<file path="src/hw/rtl/eitc_pkg.sv">
// shared types and constants of the ethernet ipv4 tunnel classifier
// no dependencies; the front, queue, back and top files import this package
package eitc_pkg;

    localparam int MAX_FRAME_DEF = 2048;
    localparam int TUNNEL_MAX    = 512;

    localparam int CAP_FIRST = 12;
    localparam int CAP_DEPTH = 30;

    localparam int QUEUE_DEPTH = 4;
    localparam int QPTR_W      = $clog2(QUEUE_DEPTH);

    localparam logic [4:0] IP_OFF_PLAIN = 5'd14;
    localparam logic [4:0] IP_OFF_SNAP  = 5'd22;

    localparam logic [7:0] ETH_HI_IP   = 8'h08;
    localparam logic [7:0] ETH_LO_IPV4 = 8'h00;
    localparam logic [7:0] ETH_LO_ARP  = 8'h06;
    localparam logic [7:0] ETH_HI_V6   = 8'h86;
    localparam logic [7:0] ETH_LO_V6   = 8'hDD;
    localparam logic [7:0] SNAP_SAP    = 8'hAA;
    localparam logic [7:0] SNAP_CTRL   = 8'h03;
    localparam logic [7:0] SNAP_OUI    = 8'h00;
    localparam logic [3:0] IHL_MIN     = 4'd5;
    localparam logic [31:0] ADDR_BCAST = 32'hFFFF_FFFF;

    localparam int CFG_IDX_W = 1;
    localparam logic [CFG_IDX_W-1:0] REG_PORT_READY   = 1'b0;
    localparam logic [CFG_IDX_W-1:0] REG_GATEWAY_ADDR = 1'b1;

    typedef enum logic [1:0] {
        VERDICT_FORWARD = 2'd0,
        VERDICT_TUNNEL  = 2'd1,
        VERDICT_DROP    = 2'd2
    } verdict_t;

    typedef enum logic [1:0] {
        CLS_DROP    = 2'd0,
        CLS_FORWARD = 2'd1,
        CLS_IPV4    = 2'd2
    } cls_t;

    // one classified frame handed from front to back
    typedef struct packed {
        cls_t        cls;
        logic [4:0]  ip_offset;
        logic        ihl_ok;
        logic [9:0]  take;
        logic [31:0] dst;
    } desc_t;

endpackage

</file>
<file path="src/hw/rtl/eitc_in_if.sv">
// frame byte channel of the classifier
// depends on nothing
interface eitc_in_if;
    logic       valid;
    logic       ready;
    logic [7:0] frame_byte;
    logic       last_byte;

    modport source (output valid, output frame_byte, output last_byte, input ready);
    modport sink   (input valid, input frame_byte, input last_byte, output ready);
endinterface

</file>
<file path="src/hw/rtl/eitc_out_if.sv">
// verdict channel of the classifier
// depends on nothing
interface eitc_out_if;
    logic        valid;
    logic        ready;
    logic [1:0]  verdict;
    logic [4:0]  ip_offset;
    logic [9:0]  take_length;
    logic [31:0] forwarded_total;
    logic [31:0] tunneled_total;

    modport source (output valid, output verdict, output ip_offset, output take_length,
                    output forwarded_total, output tunneled_total, input ready);
    modport sink   (input valid, input verdict, input ip_offset, input take_length,
                    input forwarded_total, input tunneled_total, output ready);
endinterface

</file>
<file path="src/hw/rtl/eitc_front.sv">
// front end: byte counter, header capture and per-frame classification
// depends on eitc_pkg and eitc_in_if
module eitc_front #(
    parameter int MAX_FRAME = eitc_pkg::MAX_FRAME_DEF
) (
    input  logic            clk,
    input  logic            rst_n,
    input  logic            port_ready,
    eitc_in_if.sink         frames,
    input  logic            q_full,
    output logic            q_push,
    output eitc_pkg::desc_t q_data
);
    import eitc_pkg::*;

    localparam int POS_W = $clog2(MAX_FRAME + 1);

    logic [POS_W-1:0] pos_reg, pos_next, pos_inc, len, iplen;
    logic [7:0]       cap_reg [CAP_DEPTH];
    logic [7:0]       view [CAP_DEPTH];
    logic             accept;
    logic             short_frame, snap, ipv4_plain, known_plain, ipv4, plain;
    logic [3:0]       ihl;
    logic [31:0]      dst;
    logic [4:0]       off;

    assign frames.ready = !q_full;
    assign accept       = frames.valid && frames.ready;
    assign q_push       = accept && frames.last_byte;

    assign pos_inc  = (pos_reg < POS_W'(MAX_FRAME)) ? pos_reg + 1'b1 : pos_reg;
    assign pos_next = frames.last_byte ? '0 : pos_inc;
    assign len      = pos_inc;

    always_ff @(posedge clk or negedge rst_n)
    begin
        if (!rst_n)
        begin
            pos_reg <= '0;
        end
        else if (accept)
        begin
            pos_reg <= pos_next;
        end
    end

    always_ff @(posedge clk or negedge rst_n)
    begin
        if (!rst_n)
        begin
            for (int i = 0; i < CAP_DEPTH; i++)
            begin
                cap_reg[i] <= '0;
            end
        end
        else
        begin
            for (int i = 0; i < CAP_DEPTH; i++)
            begin
                if (accept && pos_reg == POS_W'(CAP_FIRST + i))
                begin
                    cap_reg[i] <= frames.frame_byte;
                end
            end
        end
    end

    // capture as it stands once the current byte is in
    always_comb
    begin
        for (int i = 0; i < CAP_DEPTH; i++)
        begin
            view[i] = (pos_reg == POS_W'(CAP_FIRST + i)) ? frames.frame_byte : cap_reg[i];
        end
    end

    assign short_frame = len < POS_W'(14);
    assign ipv4_plain  = view[0] == ETH_HI_IP && view[1] == ETH_LO_IPV4;
    assign known_plain = ipv4_plain
                      || (view[0] == ETH_HI_IP && view[1] == ETH_LO_ARP)
                      || (view[0] == ETH_HI_V6 && view[1] == ETH_LO_V6);
    assign snap = len >= POS_W'(22) && view[0] == SNAP_SAP && view[1] == SNAP_SAP
               && view[2] == SNAP_CTRL && view[3] == SNAP_OUI
               && view[4] == SNAP_OUI && view[5] == SNAP_OUI;

    assign plain = known_plain || !snap;
    assign ipv4  = known_plain ? ipv4_plain
                 : (snap && view[8] == ETH_HI_IP && view[9] == ETH_LO_IPV4);
    assign off   = plain ? IP_OFF_PLAIN : IP_OFF_SNAP;
    assign ihl   = plain ? view[2][3:0] : view[10][3:0];
    assign dst   = plain ? {view[18], view[19], view[20], view[21]}
                         : {view[26], view[27], view[28], view[29]};
    assign iplen = len - POS_W'(off);

    always_comb
    begin
        q_data.ip_offset = off;
        q_data.dst       = dst;
        q_data.ihl_ok    = ihl >= IHL_MIN && iplen >= POS_W'({ihl, 2'b00});
        q_data.take      = (32'(iplen) > 32'(TUNNEL_MAX)) ? 10'(TUNNEL_MAX) : 10'(iplen);
        priority if (!port_ready || short_frame)
        begin
            q_data.cls = CLS_DROP;
        end
        else if (!ipv4)
        begin
            q_data.cls = CLS_FORWARD;
        end
        else
        begin
            q_data.cls = CLS_IPV4;
        end
    end

endmodule

</file>
<file path="src/hw/rtl/eitc_queue.sv">
// short queue of classified frames between front and back
// depends on eitc_pkg
module eitc_queue (
    input  logic            clk,
    input  logic            rst_n,
    input  logic            push,
    input  eitc_pkg::desc_t push_data,
    output logic            full,
    input  logic            pop,
    output eitc_pkg::desc_t pop_data,
    output logic            empty
);
    import eitc_pkg::*;

    desc_t             slot_reg [QUEUE_DEPTH];
    logic [QPTR_W-1:0] wr_reg, rd_reg;
    logic [QPTR_W:0]   cnt_reg, cnt_next;

    assign full     = cnt_reg == (QPTR_W+1)'(QUEUE_DEPTH);
    assign empty    = cnt_reg == '0;
    assign pop_data = slot_reg[rd_reg];
    assign cnt_next = cnt_reg + (QPTR_W+1)'(push) - (QPTR_W+1)'(pop);

    always_ff @(posedge clk or negedge rst_n)
    begin
        if (!rst_n)
        begin
            wr_reg  <= '0;
            rd_reg  <= '0;
            cnt_reg <= '0;
        end
        else
        begin
            if (push)
            begin
                wr_reg <= wr_reg + 1'b1;
            end
            if (pop)
            begin
                rd_reg <= rd_reg + 1'b1;
            end
            cnt_reg <= cnt_next;
        end
    end

    always_ff @(posedge clk)
    begin
        if (push)
        begin
            slot_reg[wr_reg] <= push_data;
        end
    end

    a_no_push_full: assert property (@(posedge clk) disable iff (!rst_n) !(push && full))
        else $error("queue written while full");
    a_no_pop_empty: assert property (@(posedge clk) disable iff (!rst_n) !(pop && empty))
        else $error("queue read while empty");

endmodule

</file>
<file path="src/hw/rtl/eitc_back.sv">
// back end: address checks, frame counters and the registered verdict
// depends on eitc_pkg and eitc_out_if
module eitc_back (
    input  logic            clk,
    input  logic            rst_n,
    input  logic [31:0]     gateway_addr,
    input  logic            q_empty,
    input  eitc_pkg::desc_t q_data,
    output logic            q_pop,
    eitc_out_if.source      verdicts
);
    import eitc_pkg::*;

    logic        valid_reg;
    verdict_t    verdict_reg, verdict_next;
    logic [4:0]  off_reg, off_next;
    logic [9:0]  take_reg, take_next;
    logic [31:0] fwd_reg, tun_reg;
    logic        local_dst;

    assign q_pop     = !q_empty && (!valid_reg || verdicts.ready);
    assign local_dst = q_data.dst == '0 || q_data.dst == ADDR_BCAST
                    || q_data.dst == gateway_addr;

    always_comb
    begin
        verdict_next = VERDICT_DROP;
        off_next     = '0;
        take_next    = '0;
        unique case (q_data.cls)
            CLS_FORWARD:
            begin
                verdict_next = VERDICT_FORWARD;
            end
            CLS_IPV4:
            begin
                off_next = q_data.ip_offset;
                priority if (!q_data.ihl_ok)
                begin
                    verdict_next = VERDICT_DROP;
                end
                else if (local_dst)
                begin
                    verdict_next = VERDICT_FORWARD;
                end
                else
                begin
                    verdict_next = VERDICT_TUNNEL;
                    take_next    = q_data.take;
                end
            end
            default:
            begin
                verdict_next = VERDICT_DROP;
            end
        endcase
    end

    always_ff @(posedge clk or negedge rst_n)
    begin
        if (!rst_n)
        begin
            valid_reg <= 1'b0;
            fwd_reg   <= '0;
            tun_reg   <= '0;
        end
        else
        begin
            if (q_pop)
            begin
                valid_reg <= 1'b1;
                if (verdict_next == VERDICT_FORWARD)
                begin
                    fwd_reg <= fwd_reg + 1'b1;
                end
                if (verdict_next == VERDICT_TUNNEL)
                begin
                    tun_reg <= tun_reg + 1'b1;
                end
            end
            else if (verdicts.ready)
            begin
                valid_reg <= 1'b0;
            end
        end
    end

    always_ff @(posedge clk)
    begin
        if (q_pop)
        begin
            verdict_reg <= verdict_next;
            off_reg     <= off_next;
            take_reg    <= take_next;
        end
    end

    assign verdicts.valid           = valid_reg;
    assign verdicts.verdict         = verdict_reg;
    assign verdicts.ip_offset       = off_reg;
    assign verdicts.take_length     = take_reg;
    assign verdicts.forwarded_total = fwd_reg;
    assign verdicts.tunneled_total  = tun_reg;

    a_take_only_tunnel: assert property (@(posedge clk) disable iff (!rst_n)
        valid_reg && verdict_reg != VERDICT_TUNNEL |-> take_reg == '0)
        else $error("take length set on a frame that is not tunneled");
    a_drop_keeps_counts: assert property (@(posedge clk) disable iff (!rst_n)
        q_pop && verdict_next == VERDICT_DROP |=> $stable(fwd_reg) && $stable(tun_reg))
        else $error("counter moved on a dropped frame");

endmodule

</file>
<file path="src/hw/rtl/ethernet_ipv4_tunnel_classifier_core.sv">
// ethernet ipv4 tunnel classifier, top level
// depends on eitc_pkg, eitc_in_if, eitc_out_if, eitc_front, eitc_queue, eitc_back
//
// frames: one frame byte per word, last_byte set on the final word of a frame.
// verdicts: one word per frame: forward, tunnel or drop, the ipv4 header
//   offset, the clamped tunnel length and the running forward/tunnel counts.
// cfg_we/cfg_index/cfg_data write port_ready (index 0) and gateway_addr
//   (index 1); write only while no frame is in flight.
// one byte is taken every cycle while the queue is not full; the front classifies
//   a frame on its last byte and pushes it into a four-entry queue, the back checks
//   addresses, bumps the counters and registers the verdict.
// verdicts.valid rises once the frame's entry has passed the queue and the back has
//   registered its verdict; a stalled verdict receiver can delay it.
// throughput: one frame per cycle unless verdicts stall; single-byte frames run at full rate.
// when the verdict receiver stalls the queue fills; bytes keep flowing until
//   the queue is full, then frames.ready drops.
// reset clears the byte counter, queue, counters and both registers, so
//   frames are dropped until port_ready is written to one.
module ethernet_ipv4_tunnel_classifier_core #(
    parameter int MAX_FRAME = eitc_pkg::MAX_FRAME_DEF
) (
    input  logic                            clk,
    input  logic                            rst_n,
    input  logic                            cfg_we,
    input  logic [eitc_pkg::CFG_IDX_W-1:0]  cfg_index,
    input  logic [31:0]                     cfg_data,
    eitc_in_if.sink                         frames,
    eitc_out_if.source                      verdicts
);
    import eitc_pkg::*;

    logic        port_ready_reg;
    logic [31:0] gateway_reg;
    logic        q_push, q_pop, q_full, q_empty;
    desc_t       q_in, q_out;

    always_ff @(posedge clk or negedge rst_n)
    begin
        if (!rst_n)
        begin
            port_ready_reg <= 1'b0;
            gateway_reg    <= '0;
        end
        else if (cfg_we)
        begin
            unique case (cfg_index)
                REG_PORT_READY:   port_ready_reg <= cfg_data[0];
                REG_GATEWAY_ADDR: gateway_reg    <= cfg_data;
                default:          ;
            endcase
        end
    end

    eitc_front #(.MAX_FRAME(MAX_FRAME)) u_front (
        .clk        (clk),
        .rst_n      (rst_n),
        .port_ready (port_ready_reg),
        .frames     (frames),
        .q_full     (q_full),
        .q_push     (q_push),
        .q_data     (q_in)
    );

    eitc_queue u_queue (
        .clk       (clk),
        .rst_n     (rst_n),
        .push      (q_push),
        .push_data (q_in),
        .full      (q_full),
        .pop       (q_pop),
        .pop_data  (q_out),
        .empty     (q_empty)
    );

    eitc_back u_back (
        .clk          (clk),
        .rst_n        (rst_n),
        .gateway_addr (gateway_reg),
        .q_empty      (q_empty),
        .q_data       (q_out),
        .q_pop        (q_pop),
        .verdicts     (verdicts)
    );

endmodule
</file>
<file path="src/flat_wrapper.sv">
// flat-port wrapper written by rule: the top's interface ports become plain ports
module ethernet_ipv4_tunnel_classifier_core_flat import eitc_pkg::*;
#(
    parameter int MAX_FRAME = eitc_pkg::MAX_FRAME_DEF
)
  (clk, rst_n, cfg_we, cfg_index, cfg_data, frames_valid, frames_frame_byte, frames_last_byte, frames_ready, verdicts_valid, verdicts_verdict, verdicts_ip_offset, verdicts_take_length, verdicts_forwarded_total, verdicts_tunneled_total, verdicts_ready);
  eitc_in_if frames_i ();
  eitc_out_if verdicts_i ();
  input  logic clk;
  input  logic rst_n;
  input  logic cfg_we;
  input  logic [eitc_pkg::CFG_IDX_W-1:0] cfg_index;
  input  logic [31:0] cfg_data;
  input wire logic [$bits(frames_i.valid)-1:0] frames_valid;
  input wire logic [$bits(frames_i.frame_byte)-1:0] frames_frame_byte;
  input wire logic [$bits(frames_i.last_byte)-1:0] frames_last_byte;
  output wire logic [$bits(frames_i.ready)-1:0] frames_ready;
  output wire logic [$bits(verdicts_i.valid)-1:0] verdicts_valid;
  output wire logic [$bits(verdicts_i.verdict)-1:0] verdicts_verdict;
  output wire logic [$bits(verdicts_i.ip_offset)-1:0] verdicts_ip_offset;
  output wire logic [$bits(verdicts_i.take_length)-1:0] verdicts_take_length;
  output wire logic [$bits(verdicts_i.forwarded_total)-1:0] verdicts_forwarded_total;
  output wire logic [$bits(verdicts_i.tunneled_total)-1:0] verdicts_tunneled_total;
  input wire logic [$bits(verdicts_i.ready)-1:0] verdicts_ready;
  assign frames_i.valid = frames_valid;
  assign frames_i.frame_byte = frames_frame_byte;
  assign frames_i.last_byte = frames_last_byte;
  assign frames_ready = frames_i.ready;
  assign verdicts_valid = verdicts_i.valid;
  assign verdicts_verdict = verdicts_i.verdict;
  assign verdicts_ip_offset = verdicts_i.ip_offset;
  assign verdicts_take_length = verdicts_i.take_length;
  assign verdicts_forwarded_total = verdicts_i.forwarded_total;
  assign verdicts_tunneled_total = verdicts_i.tunneled_total;
  assign verdicts_i.ready = verdicts_ready;
  ethernet_ipv4_tunnel_classifier_core #(.MAX_FRAME(MAX_FRAME)) u_core (.clk(clk), .rst_n(rst_n), .cfg_we(cfg_we), .cfg_index(cfg_index), .cfg_data(cfg_data), .frames(frames_i), .verdicts(verdicts_i));
endmodule
</file>
<file path="config.mk">
export PLATFORM = sky130hd
export DESIGN_NAME = ethernet_ipv4_tunnel_classifier_core_flat
export DESIGN_NICKNAME = d
export VERILOG_FILES = /design/src/hw/rtl/eitc_pkg.sv /design/src/hw/rtl/eitc_in_if.sv /design/src/hw/rtl/eitc_out_if.sv /design/src/hw/rtl/eitc_front.sv /design/src/hw/rtl/eitc_queue.sv /design/src/hw/rtl/eitc_back.sv /design/src/hw/rtl/ethernet_ipv4_tunnel_classifier_core.sv /design/src/flat_wrapper.sv
export SDC_FILE = /design/constraint.sdc
export NUM_CORES = 1
export LEC_CHECK = 0
export BUFFER_PORTS_ARGS = -buffer_cell sky130_fd_sc_hd__buf_2
export CAP_MARGIN = 20
export CELL_PAD_IN_SITES_DETAIL_PLACEMENT = 0
export CELL_PAD_IN_SITES_GLOBAL_PLACEMENT = 1
export CORE_ASPECT_RATIO = 0.5
export CORE_MARGIN = 3
export CORE_UTILIZATION = 55
export CTS_BUF_LIST = sky130_fd_sc_hd__clkbuf_16
export CTS_CLUSTER_SIZE = 12
export DETAILED_ROUTE_END_ITERATION = 6
export HOLD_SLACK_MARGIN = 0.12
export PLACE_DENSITY = 0.94
export SLEW_MARGIN = 20
export SYNTH_ARGS = -nofsm -noshare
export SYNTH_HDL_FRONTEND = slang
export SYNTH_SLANG_ARGS = --single-unit
</file>
<file path="constraint.sdc">
create_clock -name clk -period 13.4 [get_ports clk]
set_input_delay 2.68 -clock clk [delete_from_list [all_inputs] [get_ports clk]]
set_output_delay 2.68 -clock clk [all_outputs]
set_load 0.02 [all_outputs]
</file>
==> results.yml, run 1 <==
logic_synthesis:
  syn_area_um2: 20100
  synth_cell_type_count: 75
  yosysSeqAreaShare_pct: 61.2
  yosysTopAreaCellShare_pct: 30.9
  ys_top_cells_by_area: "dfrtp_1, edfxtp_1, mux2_2"
  synth_seq_cells: 452
  syn_nets: 1516
  syn_avg_cell_area_um2: 13.9
  netlist_instances: 1449
  synth_ff_type: "dfrtp_1"
  yosysWarnings: 0
  synth_edf_count: 203
  yosys.area.top_type: "dfrtp_1"
  synthArstFlopShare_pct: 55.1
clock_tree:
  clk-insertion-delay-late_ns: 0.56
  h-tree-depth: 2
  clk_pin_slew_ns: 0.06
  clock-root-buffer: "clkbuf_16"
  postCtsSetupBuffers: 0
  cts_inserted_buffers: 44
  cts_tree: "built"
  cts-hold-fix-buffers: 0
  cts_buffer_depth: 3
  cts-resized-gates: 0
  clock_sinks: 452
setup_path:
  crit_fanout: 24
  critPathLaunchType: "primary input"
  timing.critical_path.to_type: "flip-flop"
  critPathRequiredTime_ns: 13.65
  critPathKind: "primary input to flip-flop"
  critical_path_arrival_ns: 7.72
pwr:
  combPwrFrac_pct: 22.4
  p_sw_share_pct: 30.0
  p_int_mw: 2.53
  peakVddDrop_v: 0.000112
  switchingPower_mw: 1.09
  p_seq_share_pct: 47.0
  power_mw: 3.62
  pwr-share-clk_pct: 30.6
  leakage_nw: 9.47
  powerDensity_nw_per_um2: 161
global_route:
  antenna_found_initial: 2
  grt.overflow.total: 0
  grt_pass1_vias: 13000
  grt_max_degree: 101
  grt.total_usage_pct: 24.4
  grt_pass1_wl_mm: 74.7
die:
  die_area_um2: 39100
  fp.dieH_um: 141
  die_w_um: 277
  initial_core_util_pct: 57.1
  ioPinCount: 130
  core-area_um2: 35300
  placementRows: 48
run:
  drv_cap: 0
timing:
  finalCriticalPeriod_ns: 7.47
  finalMaxSlewViolations: 0
  worst_slew_pin_slew_ns: 1.10
  setup_ws_ns: 5.93
  grt_setup_unrepaired: "false"
  finalClockSkew_ns: 0.0168
  finalHoldViolations: 0
  setup_violations: 0
  tns_ns: 0
  maxClockFrequency_mhz: 134
  slew_headroom_pct: 25.9
  fin_crit_sh_pct: 55.8
placed_design:
  preCtsSetupSlack_ns: 5.57
  dpl_cell_area_um2: 21200
  dp_hpwl_mm: 30.7
  dp.cells: 1997
  io_buffers: 128
  gp_congestion: 0.950
cells_and_area:
  finalNetCount: 1636
  layout-drive-gt1-share_pct: 27.2
  layout.cells.non_filler: 2077
  diodes: 0
  stdcell_area_um2: 22400
  largest_reg_flops: 188
  syn_to_final_growth_pct: 11.4
route:
  drt-initial-drc-count: 1371
  drc: 0
  drt.antenna.violating_nets: 0
  num_vias: 12800
  drtPass1Iterations: 5
  viasPerCell: 6.16
  drt-wirelength-per-cell_um: 22.9
  totalWireLength_mm: 47.5
status:
  status: "completed"
worst_hold_path:
  hp-class: "flip-flop to flip-flop"
==> routing by layer <==
| metal | vias up | GRT usage (%) | wire, um |
|---|---|---|---|
| met5 | - | 0 | 10 |
| met4 | 2 | 5.63 | 963 |
| met3 | 94 | 4.65 | 3640 |
| met2 | 526 | 39.8 | 22600 |
| met1 | 6537 | 34.5 | 20300 |
| li1 | 5642 | - | - |
==> metrics by stage <==
step | utilization (%) | hold slack, ns
after floorplan | - | 0.450
after global placement | 60.0 | 0.458
after detailed placement | 60.0 | 0.471
after CTS | 63.6 | 0.479
after global routing | 63.7 | 0.501
final | 63.7 | 0.469
==> path summary, 6_finish.rpt <==
check,start,end,slack (ns),depth (start not counted)
worst max-delay path,frames_frame_byte[3],u_core.u_queue.slot_reg[3][32],5.93,18
worst min register to register,u_core.u_back.verdicts.forwarded_total[31],u_core.u_back.verdicts.forwarded_total[31],0.47,1
max in group asynchronous,rst_n,u_core.u_back.verdicts.tunneled_total[30],9.19,3
worst min-delay path,u_core.u_back.verdicts.forwarded_total[31],u_core.u_back.verdicts.forwarded_total[31],0.47,1
min in group asynchronous,rst_n,u_core.u_queue.cnt_reg[2],2.11,1
worst max register to register,u_core.u_front.pos_reg[11],u_core.u_queue.slot_reg[3][32],7.14,17
==> power by group through the flow <==
stage	Combinational, mW	Clock (mW)	Sequential (mW)
after floorplan	0.563	0	1.73
after global placement	0.775	0	1.71
after detailed placement	0.803	0	1.72
after CTS	0.817	1.13	1.70
after global routing	0.877	1.19	1.72
final	0.811	1.11	1.70
==> placed cells by master, fill, tap and decap left out, types with 3 or more instances in the layout <==
| cell type | Yosys | layout |
|---|---|---|
| a21boi_0 | 3 | 3 |
| a21o_1 | 3 | 3 |
| a21oi_1 | 16 | 15 |
| a32oi_1 | 17 | 17 |
| a41oi_1 | 3 | 3 |
| and2_1 | 20 | 20 |
| and3_1 | 25 | 21 |
| and3_2 | 0 | 4 |
| and4_1 | 4 | 4 |
| and4b_1 | 3 | 3 |
| buf_2 | 14 | 128 |
| buf_4 | 6 | 11 |
| clkbuf_16 | 0 | 44 |
| clkinv_1 | 0 | 6 |
| dfrtp_1 | 249 | 247 |
| edfxtp_1 | 203 | 203 |
| ha_1 | 19 | 19 |
| inv_1 | 33 | 59 |
| mux2_2 | 165 | 165 |
| mux2i_1 | 7 | 7 |
| mux4_2 | 47 | 47 |
| nand2_1 | 69 | 69 |
| nand2b_1 | 4 | 4 |
| nand3_1 | 30 | 30 |
| nand4_1 | 55 | 55 |
| nand4_2 | 3 | 3 |
| nor2_1 | 101 | 101 |
| nor2b_1 | 8 | 8 |
| nor3_1 | 22 | 20 |
| nor3_2 | 5 | 7 |
| nor3b_1 | 4 | 4 |
| nor4_1 | 30 | 30 |
| o21ai_0 | 23 | 23 |
| o21ai_1 | 21 | 21 |
| o22ai_1 | 19 | 19 |
| o31ai_1 | 3 | 3 |
| or2_2 | 3 | 3 |
| or4_1 | 3 | 3 |
| xnor2_1 | 89 | 89 |
| xor2_1 | 27 | 27 |
==> layout make-up <==
type,count,area (um^2)
Fill cell,2543,12800
Sequential cell,452,12300
Multi-Input combinational cell,897,7380
Clock buffer,44,1100
Timing Repair Buffer,141,749
Tap cell,475,594
Clock inverter,35,168
Inverter,33,124
==> critical path: stages <==
cell and delay [ns]:
buf_2 0.41, inv_1 0.18, nor3_1 0.28, mux2i_1 0.14, or2_2 0.35, nor4_1 0.29, nand4_1 0.43, inv_1 0.26
ha_1 0.33, a41o_1 0.21, a31o_2 0.24, a21oi_1 0.29, o21ai_1 0.21, xor2_1 0.19, and2_1 0.18, nor4bb_1 0.14
o22ai_1 0.66, nor2_1 0.24
==> synthesized netlist by cell type, drive strengths merged, types with 25 or more instances <==
master and number:
and3 25, buf 32, clkbuf 35, dfrtp 249
edfxtp 203, inv 33, mux2 165, mux4 47
nand2 69, nand3 31, nand4 59, nor2 103
nor3 27, nor4 31, o21ai 44, xnor2 89
xor2 27
==> cells by family after synthesis <==
| logic type | Yosys count | share of synthesized area (%) |
|---|---|---|
| flops | 452 | 61.2 |
| xor+xnor | 116 | 5.04 |
| fa+ha+maj | 20 | 1.28 |
| buf+inv | 100 | 2.25 |
| compound gates | 130 | 4.29 |
| mux | 221 | 15.0 |
| simple gates | 409 | 11.0 |
| other cells | 1 | 0.0186 |
(Power assumes the default switching activity.)
==> run 2: changes to the inputs <==
Settings changed: CORE_UTILIZATION 55 to 46, PLACE_DENSITY 0.94 to 0.84.
Clock period 13.4 ns to 6.1 ns, I/O delays scaled along.
==> results.yml, run 2 (synthesis results as in run 1) <==
status:
  status: "completed"
timing:
  slew_headroom_pct: 31.9
  finalCriticalPeriod_ns: 5.46
  finalClockSkew_ns: 0.0244
  maxClockFrequency_mhz: 183
  grt_setup_unrepaired: "false"
  finalMaxSlewViolations: 0
  setup_ws_ns: 0.644
  tns_ns: 0
  worst_slew_pin_slew_ns: 1.01
  finalHoldViolations: 0
  fin_crit_sh_pct: 89.4
  setup_violations: 0
route:
  drt-initial-drc-count: 1071
  drtPass1Iterations: 5
  totalWireLength_mm: 44.9
  drt-wirelength-per-cell_um: 20.4
  num_vias: 12400
  drc: 0
  drt.antenna.violating_nets: 0
  viasPerCell: 5.63
die:
  initial_core_util_pct: 47.3
  core-area_um2: 42600
  die_area_um2: 46500
  die_w_um: 302
  placementRows: 53
  ioPinCount: 130
  fp.dieH_um: 154
global_route:
  grt_pass1_vias: 12500
  grt.overflow.total: 0
  grt.total_usage_pct: 19.5
  grt_max_degree: 108
  grt_pass1_wl_mm: 71.7
  antenna_found_initial: 1
setup_path:
  critPathKind: "flip-flop to flip-flop"
  slowest_stage: "a2111o_1"
  timing.critical_path.to_type: "flip-flop"
  path_common_cell: "ha_1"
  path_cells: "ha_1 -> and4b_1 -> nand3_1 -> nor3b_1 -> o21ai_0 -> a2111o_1 -> nand4_1 -> inv_1 -> ha_1 -> a41o_1 -> a31o_2 -> a21oi_1 -> o21ai_1 -> xor2_1 -> and2_1 -> nor4bb_1 -> o22ai_2 -> nor2b_1"
  critical-path-top-delay-family: "compound AO/OA/AOI/OAI gates"
  critPathBufInv: 1
  crit_fanout: 9
  critPathLaunchType: "flip-flop"
  slowest_delay_ns: 0.57
  critPathRequiredTime_ns: 6.46
  critical_path_arrival_ns: 5.82
clock_tree:
  clock_sinks: 452
  cts-resized-gates: 0
  cts_tree: "built"
  postCtsSetupBuffers: 0
  cts_inserted_buffers: 45
  h-tree-depth: 2
  cts_buffer_depth: 3
  clock-root-buffer: "clkbuf_16"
  cts-hold-fix-buffers: 0
  clk_pin_slew_ns: 0.06
  clk-insertion-delay-late_ns: 0.56
placed_design:
  dp_hpwl_mm: 30.4
  gp_congestion: 0.876
  preCtsSetupSlack_ns: 0.0771
  io_buffers: 128
worst_hold_path:
  hp-class: "flip-flop to flip-flop"
cells_and_area:
  finalNetCount: 1655
  layout-drive-gt1-share_pct: 28.3
  syn_to_final_growth_pct: 13.2
  largest_reg_flops: 188
  layout_common_cells: "dfrtp_1, edfxtp_1, mux2_2, buf_2, nor2_1"
  final_common_cell: "dfrtp_1"
pwr:
  p_sw_share_pct: 29.4
  peakVddDrop_v: 0.000216
  leakage_nw: 9.62
  p_int_mw: 5.65
  p_seq_share_pct: 47.3
  switchingPower_mw: 2.35
  powerDensity_nw_per_um2: 351
  combPwrFrac_pct: 21.1
  pwr-share-clk_pct: 31.6
run:
  drv_cap: 0
[run 2: cell count changes in the layout (fill, tap and decap cells not counted), moves of 2 or more]
cell,before,now
diode_2,0,2
buf_12,0,2
inv_6,2,0
clkinv_1,6,3
buf_4,11,29
[run 2: routing by layer]
metal  wire, um  up-vias  track usage (%)
li1           -     5690                -
met1      20600     6250             28.7
met2      20200      378             29.7
met3       3240       57             4.40
met4        786        0             4.58
met5          0        -                0
[run 2: final cells by class]
class | instances | area, um^2
fill | 3500 | 19800
sequential | 452 | 12300
multi-input combinational | 897 | 7390
clock buffer | 45 | 1130
timing repair buffer | 159 | 908
tap | 577 | 722
clock inverter | 34 | 201
inverter | 33 | 124
antenna | 2 | 5.00
[run 2: final timing paths]
path / end / start / cells after the start / slack, ns
setup / recovery: u_core.u_queue.slot_reg[1][35] / u_core.u_front.pos_reg[1] / 18 / 0.64
hold / removal: u_core.u_back.verdicts.tunneled_total[31] / u_core.u_back.verdicts.tunneled_total[31] / 1 / 0.46
setup reg to reg: u_core.u_queue.slot_reg[1][35] / u_core.u_front.pos_reg[1] / 18 / 0.64
hold reg to reg: u_core.u_back.verdicts.tunneled_total[31] / u_core.u_back.verdicts.tunneled_total[31] / 1 / 0.46
max in group asynchronous: u_core.u_back.verdicts.forwarded_total[4] / rst_n / 2 / 4.20
min in group asynchronous: u_core.u_front.cap_reg[237] / rst_n / 1 / 0.67
[run 2: stage by stage]
| step | hold slack, ns | total power [mW] | instances | cell area [um^2] | util [%] |
|---|---|---|---|---|---|
| 2_1_floorplan | 0.450 | 5.04 | 1449 | 20100 | - |
| 4_1_cts | 0.470 | 8.09 | 2197 | 22800 | 53.5 |
| 3_3_place_gp | 0.452 | 5.52 | 2118 | 21500 | 50.4 |
| 3_5_place_dp | 0.461 | 5.55 | 2118 | 21500 | 50.4 |
| 6_report | 0.462 | 8.00 | 2199 | 22800 | 53.6 |
| 5_1_grt | 0.490 | 8.41 | 2198 | 22800 | 53.6 |
[run 2: power by group through the flow]
stage | registers, mW | clock network, mW | logic (mW)
finish | 3.78 | 2.53 | 1.69
detailed placement | 3.85 | 0 | 1.70
global placement | 3.84 | 0 | 1.68
CTS | 3.79 | 2.59 | 1.71
global route | 3.83 | 2.73 | 1.85
floorplan | 3.80 | 0 | 1.24
==> run 3: changes to the inputs <==
Settings changed: CORE_UTILIZATION 46 to 41, PLACE_DENSITY 0.84 to 0.77.
==> results.yml, run 3 (synthesis results as in run 1) <==
worst_hold_path:
  holdPathEnd: "u_core.u_back.verdicts.forwarded_total[31]"
  hp-start: "u_core.u_back.verdicts.forwarded_total[31]"
  hp-class: "flip-flop to flip-flop"
  hold-path-cell-count: 1
timing:
  finalClockSkew_ns: 0.0198
  whs_ns: 0.467
  finalMaxSlewViolations: 0
  maxClockFrequency_mhz: 183
  worst_slew_pin_slew_ns: 1.00
  slew_headroom_pct: 33.2
  finalHoldViolations: 0
  setup_violations: 0
  tns_ns: 0
  grt_setup_unrepaired: "false"
  setup_ws_ns: 0.648
  fin_crit_sh_pct: 89.4
  finalCriticalPeriod_ns: 5.45
clock_tree:
  cts_tree: "built"
  clk_pin_slew_ns: 0.06
  clock_sinks: 452
  clk-insertion-delay-late_ns: 0.55
  cts_buffer_depth: 3
  cts_inserted_buffers: 44
  clock-root-buffer: "clkbuf_16"
  postCtsSetupBuffers: 0
  cts-hold-fix-buffers: 0
  h-tree-depth: 2
setup_path:
  critPathRequiredTime_ns: 6.45
  rrSetupSlack_ns: 0.65
  timing.critical_path.to_type: "flip-flop"
  ff2ff_path_depth: 18
  critical_path_arrival_ns: 5.80
  critPathKind: "flip-flop to flip-flop"
  critPathLaunchType: "flip-flop"
  crit_fanout: 9
  rr_endpoint: "u_core.u_queue.slot_reg[0][34]"
  timing.rr.start: "u_core.u_front.pos_reg[1]"
cells_and_area:
  post-route-util_pct: 47.9
  largest_reg_flops: 188
  layout_common_cells: "dfrtp_1, edfxtp_1, mux2_2, buf_2, nor2_1"
  syn_to_final_growth_pct: 13.3
  finalNetCount: 1657
  fillers: 4196
  final_common_cell: "dfrtp_1"
  layout-drive-gt1-share_pct: 28.4
  layout.cells.non_filler: 2259
route:
  totalWireLength_mm: 45.5
  drt-wirelength-per-cell_um: 20.1
  drt.antenna.violating_nets: 0
  num_vias: 12400
  drtPass1Iterations: 5
  viasPerCell: 5.47
  drc: 0
  drt-initial-drc-count: 1003
global_route:
  grt_pass1_wl_mm: 72.0
  grt.overflow.total: 0
  antenna_found_initial: 1
  grt.total_usage_pct: 17.6
  grt_pass1_vias: 12300
  grt_max_degree: 126
die:
  placementRows: 56
  die_area_um2: 52000
  die_w_um: 319
  fp.dieH_um: 163
  initial_core_util_pct: 42.3
  core-area_um2: 47600
  ioPinCount: 130
pwr:
  peakVddDrop_v: 0.000191
  p_seq_share_pct: 48.1
  powerDensity_nw_per_um2: 346
  pwr-share-clk_pct: 30.7
  switchingPower_mw: 2.31
  p_sw_share_pct: 29.2
  leakage_nw: 9.59
  combPwrFrac_pct: 21.2
  p_int_mw: 5.60
placed_design:
  gp_congestion: 0.855
  dp.cells: 2181
  io_buffers: 128
  dp_hpwl_mm: 31.2
  preCtsSetupSlack_ns: 0.188
status:
  status: "completed"
run:
  drv_cap: 0
run 3: power groups by stage:
stage	registers (mW)	clock network, mW	logic [mW]
2_1_floorplan	3.80	0	1.24
3_3_place_gp	3.85	0	1.68
3_5_place_dp	3.86	0	1.70
4_1_cts	3.81	2.51	1.71
5_1_grt	3.85	2.63	1.83
6_report	3.80	2.43	1.68
run 3: stage by stage:
stage          power [mW]  cell area (um^2)
5_1_grt              8.31             22800
4_1_cts              8.02             22800
3_5_place_dp         5.56             21500
2_1_floorplan        5.04             20100
6_report             7.91             22800
3_3_place_gp         5.54             21500
run 3: timing repair:
item / CTS / global route
resized for setup: 0 / 1
hold endpoints to repair: 0 / 0
setup endpoints to repair: 0 / 10
run 3: critical path, cell delays in order, from the launching register on:
cell and delay, ns:
dfrtp_1 0.49, ha_1 0.37, and4b_1 0.33, nand3_1 0.20, nor3b_1 0.23, o21ai_0 0.15
a2111o_1 0.59, nand4_1 0.24, inv_1 0.14, ha_1 0.38, a41o_1 0.20, a31o_2 0.23
a21oi_1 0.27, o21ai_1 0.19, xor2_1 0.18, and2_1 0.17, nor4bb_1 0.34, o22ai_2 0.25
nor2_1 0.30
run 3: how the worst max path moves through the flow:
stage | startpoint | end | cells after the start
2_1_floorplan | frames_frame_byte[3] | u_core.u_queue.slot_reg[0][35] | 16
3_3_place_gp | frames_frame_byte[3] | u_core.u_queue.slot_reg[0][40] | 18
3_5_place_dp | frames_frame_byte[3] | u_core.u_queue.slot_reg[3][34] | 18
4_1_cts | u_core.u_front.pos_reg[1] | u_core.u_queue.slot_reg[0][34] | 18
5_1_grt | u_core.u_front.pos_reg[1] | u_core.u_queue.slot_reg[0][34] | 18
6_report | u_core.u_front.pos_reg[1] | u_core.u_queue.slot_reg[0][34] | 18
run 3: layout make-up:
cell class	instances	area, um^2	area share, %
inverters	33	124	0.543
multi-input cells	897	7390	32.4
repair buffers	162	916	4.01
clock buffers	45	1130	4.93
well taps	638	798	3.50
diodes	1	2.50	0.0110
flip-flops and latches	452	12300	54.0
clock inverters	31	129	0.565
run 3: per-layer routing:
| layer | part of all wire, % | wire length, um | global-route usage (%) |
|---|---|---|---|
| met2 | 46 | 20700 | 27.7 |
| met5 | 0 | 0 | 0 |
| met3 | 5.5 | 2510 | 3.04 |
| met1 | 47 | 21500 | 25.7 |
| met4 | 1.6 | 746 | 3.84 |
